===== src/sv/m3inv_pkg.sv =====
// Package for the 3x3 matrix inverse block: payload structs and fixed widths.
// Used by every module of the block; depends on nothing.
package m3inv_pkg;

  typedef struct packed {
    logic signed [31:0] a00;
    logic signed [31:0] a01;
    logic signed [31:0] a02;
    logic signed [31:0] a10;
    logic signed [31:0] a11;
    logic signed [31:0] a12;
    logic signed [31:0] a20;
    logic signed [31:0] a21;
    logic signed [31:0] a22;
  } in_item_t;

  typedef struct packed {
    logic signed [31:0] b00;
    logic signed [31:0] b01;
    logic signed [31:0] b02;
    logic signed [31:0] b10;
    logic signed [31:0] b11;
    logic signed [31:0] b12;
    logic signed [31:0] b20;
    logic signed [31:0] b21;
    logic signed [31:0] b22;
    logic signed [31:0] determinant;
    logic               singular;
  } out_item_t;

  // Cross product terms are exact: 65 bits plus sign headroom.
  localparam int CrW  = 66;
  // Determinant is exact at 98 bits plus headroom.
  localparam int DetW = 100;
  // Divider width for magnitudes.
  localparam int QW   = 34;

  // Classified item handed from the front to the back part.
  typedef struct packed {
    logic [8:0][CrW-2:0] num_mag;
    logic [8:0]          num_neg;
    logic [DetW-1:0]     dmag;
    logic                dneg;
    logic signed [31:0]  det_sat;
    logic                singular;
  } job_t;

endpackage


===== src/sv/m3inv_queue.sv =====
// Short single-entry register queue between front and back parts.
// Depends on m3inv_pkg. Both sides run every cycle, so it never fills.
module m3inv_queue (
  input  logic              clk,
  input  logic              rst_n,
  input  logic              wr_vld,
  input  m3inv_pkg::job_t   wr_job,
  output logic              rd_vld,
  output m3inv_pkg::job_t   rd_job
);
  import m3inv_pkg::*;

  logic vld_r;
  job_t job_r;

  // One register stage that decouples the two timing domains of logic.
  always_ff @(posedge clk) begin
    if (!rst_n) begin
      vld_r <= 1'b0;
    end else begin
      vld_r <= wr_vld;
    end
    job_r <= wr_job;
  end

  assign rd_vld = vld_r;
  assign rd_job = job_r;

endmodule


===== config.mk =====
export PLATFORM = sky130hd
export DESIGN_NAME = m3inv_queue
export DESIGN_NICKNAME = d
export VERILOG_FILES = /design/src/sv/m3inv_pkg.sv /design/src/sv/m3inv_queue.sv
export SDC_FILE = /design/constraint.sdc
export NUM_CORES = 1
export LEC_CHECK = 0
export BUFFER_PORTS_ARGS = -buffer_cell sky130_fd_sc_hd__buf_2
export CELL_PAD_IN_SITES_DETAIL_PLACEMENT = 0
export CELL_PAD_IN_SITES_GLOBAL_PLACEMENT = 1
export CORE_AREA = 4 4 570 572
export CTS_CLUSTER_DIAMETER = 200
export CTS_CLUSTER_SIZE = 24
export DETAILED_ROUTE_END_ITERATION = 10
export DIE_AREA = 0 0 574 576
export GPL_ROUTABILITY_DRIVEN = 0
export PLACE_DENSITY = 0.3
export SLEW_MARGIN = 10
export SYNTH_ARGS = -nofsm -noshare
export SYNTH_HDL_FRONTEND = slang
export SYNTH_SLANG_ARGS = --single-unit

===== constraint.sdc =====
create_clock -name clk -period 0.8 [get_ports clk]
set_input_delay 0.12 -clock clk [delete_from_list [all_inputs] [get_ports clk]]
set_output_delay 0.12 -clock clk [all_outputs]
set_load 0.005 [all_outputs]

==> results.py <==
metrics = {
    "synthesis": {
        "synth_top_area_share_pct": 100,
        "synthesis.instances": 730,
        "yosys.cell_types.count": 2,
        "ys_seq_area_share_pct": 100,
        "yosys.area.top_type": "dfxtp_1",
        "syn-num-nets": 1461,
        "avgSynthCellArea_um2": 20.0,
        "synth_area_mm2": 0.0146,
        "yosysWarnings": 0,
        "synth.area.top_cells": "dfxtp_1 (100%), and2_1 (0.043%)",
        "synth-seq-cells": 729,
    },
    "finish": {
        "final_nets": 3936,
        "drive_gt1_share_pct": 64.3,
        "final_cell_mix": "dlygate4sd3_1 (973), buf_2 (936), dfxtp_2 (549)",
        "synthToLayoutAreaGrowth_pct": 191,
        "final_common_cell": "dlygate4sd3_1",
        "fin_cells": 7567,
    },
    "worst_hold_path": {
        "hp-class": "in -> reg",
    },
    "power": {
        "switchingPower_mw": 21.8,
        "power_density_mw_per_mm2": 1820,
        "clockPowerShare_pct": 32.4,
        "intPower_mw": 55.4,
        "power_mw": 77.2,
        "peakVddDrop_v": 0.00155,
        "swShare_pct": 28.2,
        "sequentialPowerShare_pct": 51.1,
        "comb_power_share_pct": 16.5,
        "p_leak_nw": 17.7,
    },
    "timing": {
        "slew_viol_final": 0,
        "rsz0062_at_grt": "true",
        "relSlewSlack_pct": 73.5,
        "report.final.setup_viol": 738,
        "clock.fmax_mhz": 720,
        "fin_crit_ns": 1.39,
        "fin_crit_sh_pct": 174,
        "finalHoldViolations": 0,
        "worst_slew_pin_slew_ns": 0.396,
        "layout_setup_ws_ns": -0.588,
    },
    "floorplanning": {
        "num_rows": 208,
        "die_height_um": 576,
        "ios": 1460,
        "initial_core_util_pct": 4.56,
        "die-area_mm2": 0.331,
        "coreArea_mm2": 0.320,
        "die_width_um": 574,
    },
    "outcome": {
        "violations": "negative setup slack",
        "outcome": "finished, violations left",
    },
    "cts": {
        "cts_buffer_depth": 3,
        "clk_pin_slew_ns": 0.10,
        "cts.htree.levels": 2,
        "cts_tree": "yes",
        "root_buffer": "clkbuf_16",
        "cts.sinks": 729,
        "cts_inserted_buffers": 40,
        "postCtsSetupBuffers": 0,
    },
    "grt": {
        "antenna_found_initial": 429,
        "gr-usage-all-layers_pct": 12.7,
        "grt_pass1_vias": 18200,
        "grt_max_degree": 25,
        "grt-ovfl-total": 0,
        "grt_pass1_wl_um": 260000,
    },
    "worst_setup_path": {
        "critPathTopFamily": "flip-flops",
        "max_stage_delay_ns": 0.45,
        "worstPathArrival_ns": 1.27,
        "crit_path_end_kind": "output port",
        "critical_path.slowest_cell": "dfxtp_4",
        "critPathBufInv": 1,
        "worstSetupStartpointType": "register",
        "crit_chain": "buf_6",
        "crit_type": "reg -> out",
        "path_max_fanout": 1,
        "cp_data_required_time_ns": 0.68,
    },
    "route": {
        "drc": 0,
        "avgViaCountPerCell": 2.31,
        "wl_per_cell_um": 28.9,
        "drt_iter0_markers": 624,
        "wl_um": 218000,
        "first_pass_iters": 4,
        "vias": 17400,
        "ant_nets": 0,
    },
    "placed_design": {
        "dpl.hpwl_um": 198000,
        "io_buffers": 1459,
        "dpl.cell_count": 6390,
    },
    "run": {
        "max_cap_viol_count": 0,
    },
}
cell usage after synthesis, drive strengths merged:
cell and instances:
dfxtp 729, and2 1
power groups by stage:
stage / clock [mW] / sequential (mW) / combinational, mW
finish: 25.0 / 39.4 / 12.7
global route: 27.9 / 39.6 / 13.6
CTS: 27.4 / 39.3 / 13.0
detailed placement: 0 / 39.7 / 6.41
global placement: 0 / 39.7 / 6.51
floorplan: 0 / 39.9 / 0.00160
sequential cells by signal, indices dropped and copies added, names as in the netlist:
register	count
rd_job	728
rd_vld	1
cells by family after synthesis:
kind of cell	count (synthesis)	share of synthesized area (%)
flip-flops	729	100
AND/OR/NAND/NOR	1	0.0429
final cells by class:
| type | count | area, um^2 |
|---|---|---|
| diodes | 151 | 378 |
| clock buffers | 42 | 1030 |
| clock inverters | 11 | 146 |
| fillers | 36200 | 278000 |
| multi-input cells | 1 | 6.26 |
| flip-flops and latches | 729 | 15300 |
| well taps | 4200 | 5260 |
| repair buffers | 2433 | 20300 |
final timing paths:
path	slack (ns)	startpoint	endpoint	depth (start not counted)
worst max-delay path	-0.59	rd_vld$_SDFF_PN0_	rd_vld	1
worst min-delay path	0.11	wr_job[468]	rd_job[468]$_DFF_P_	2
through the flow:
step | util, % | hold slack [ns] | TNS (ns) | instance area (um^2) | worst slack, ns
final | 13.3 | 0.109 | -339.61 | 42500 | -0.588
after global routing | 13.2 | 0.0384 | -413.80 | 42200 | -0.740
after CTS | 12.8 | 0.000438 | -440.28 | 41000 | -0.819
after detailed placement | 8.49 | 0.224 | -0.388 | 27200 | -0.388
after global placement | 8.49 | 0.224 | -0.412 | 27200 | -0.412
after floorplan | - | 0.148 | 0 | 14600 | 0.382
layer usage:
layer  GRT usage, %  part of all wire, %
met1           15.9                   43
met2           19.6                   43
met3           6.60                   12
met4           2.16                  2.4
met5              0                 0.59
timing repair:
action	in CTS	in global routing
endpoints found under the hold margin	729	0
gates resized for setup	1074	292
hold buffers	973	0
setup endpoints to repair	729	729
Note: power is estimated with default switching activity, not from simulation.
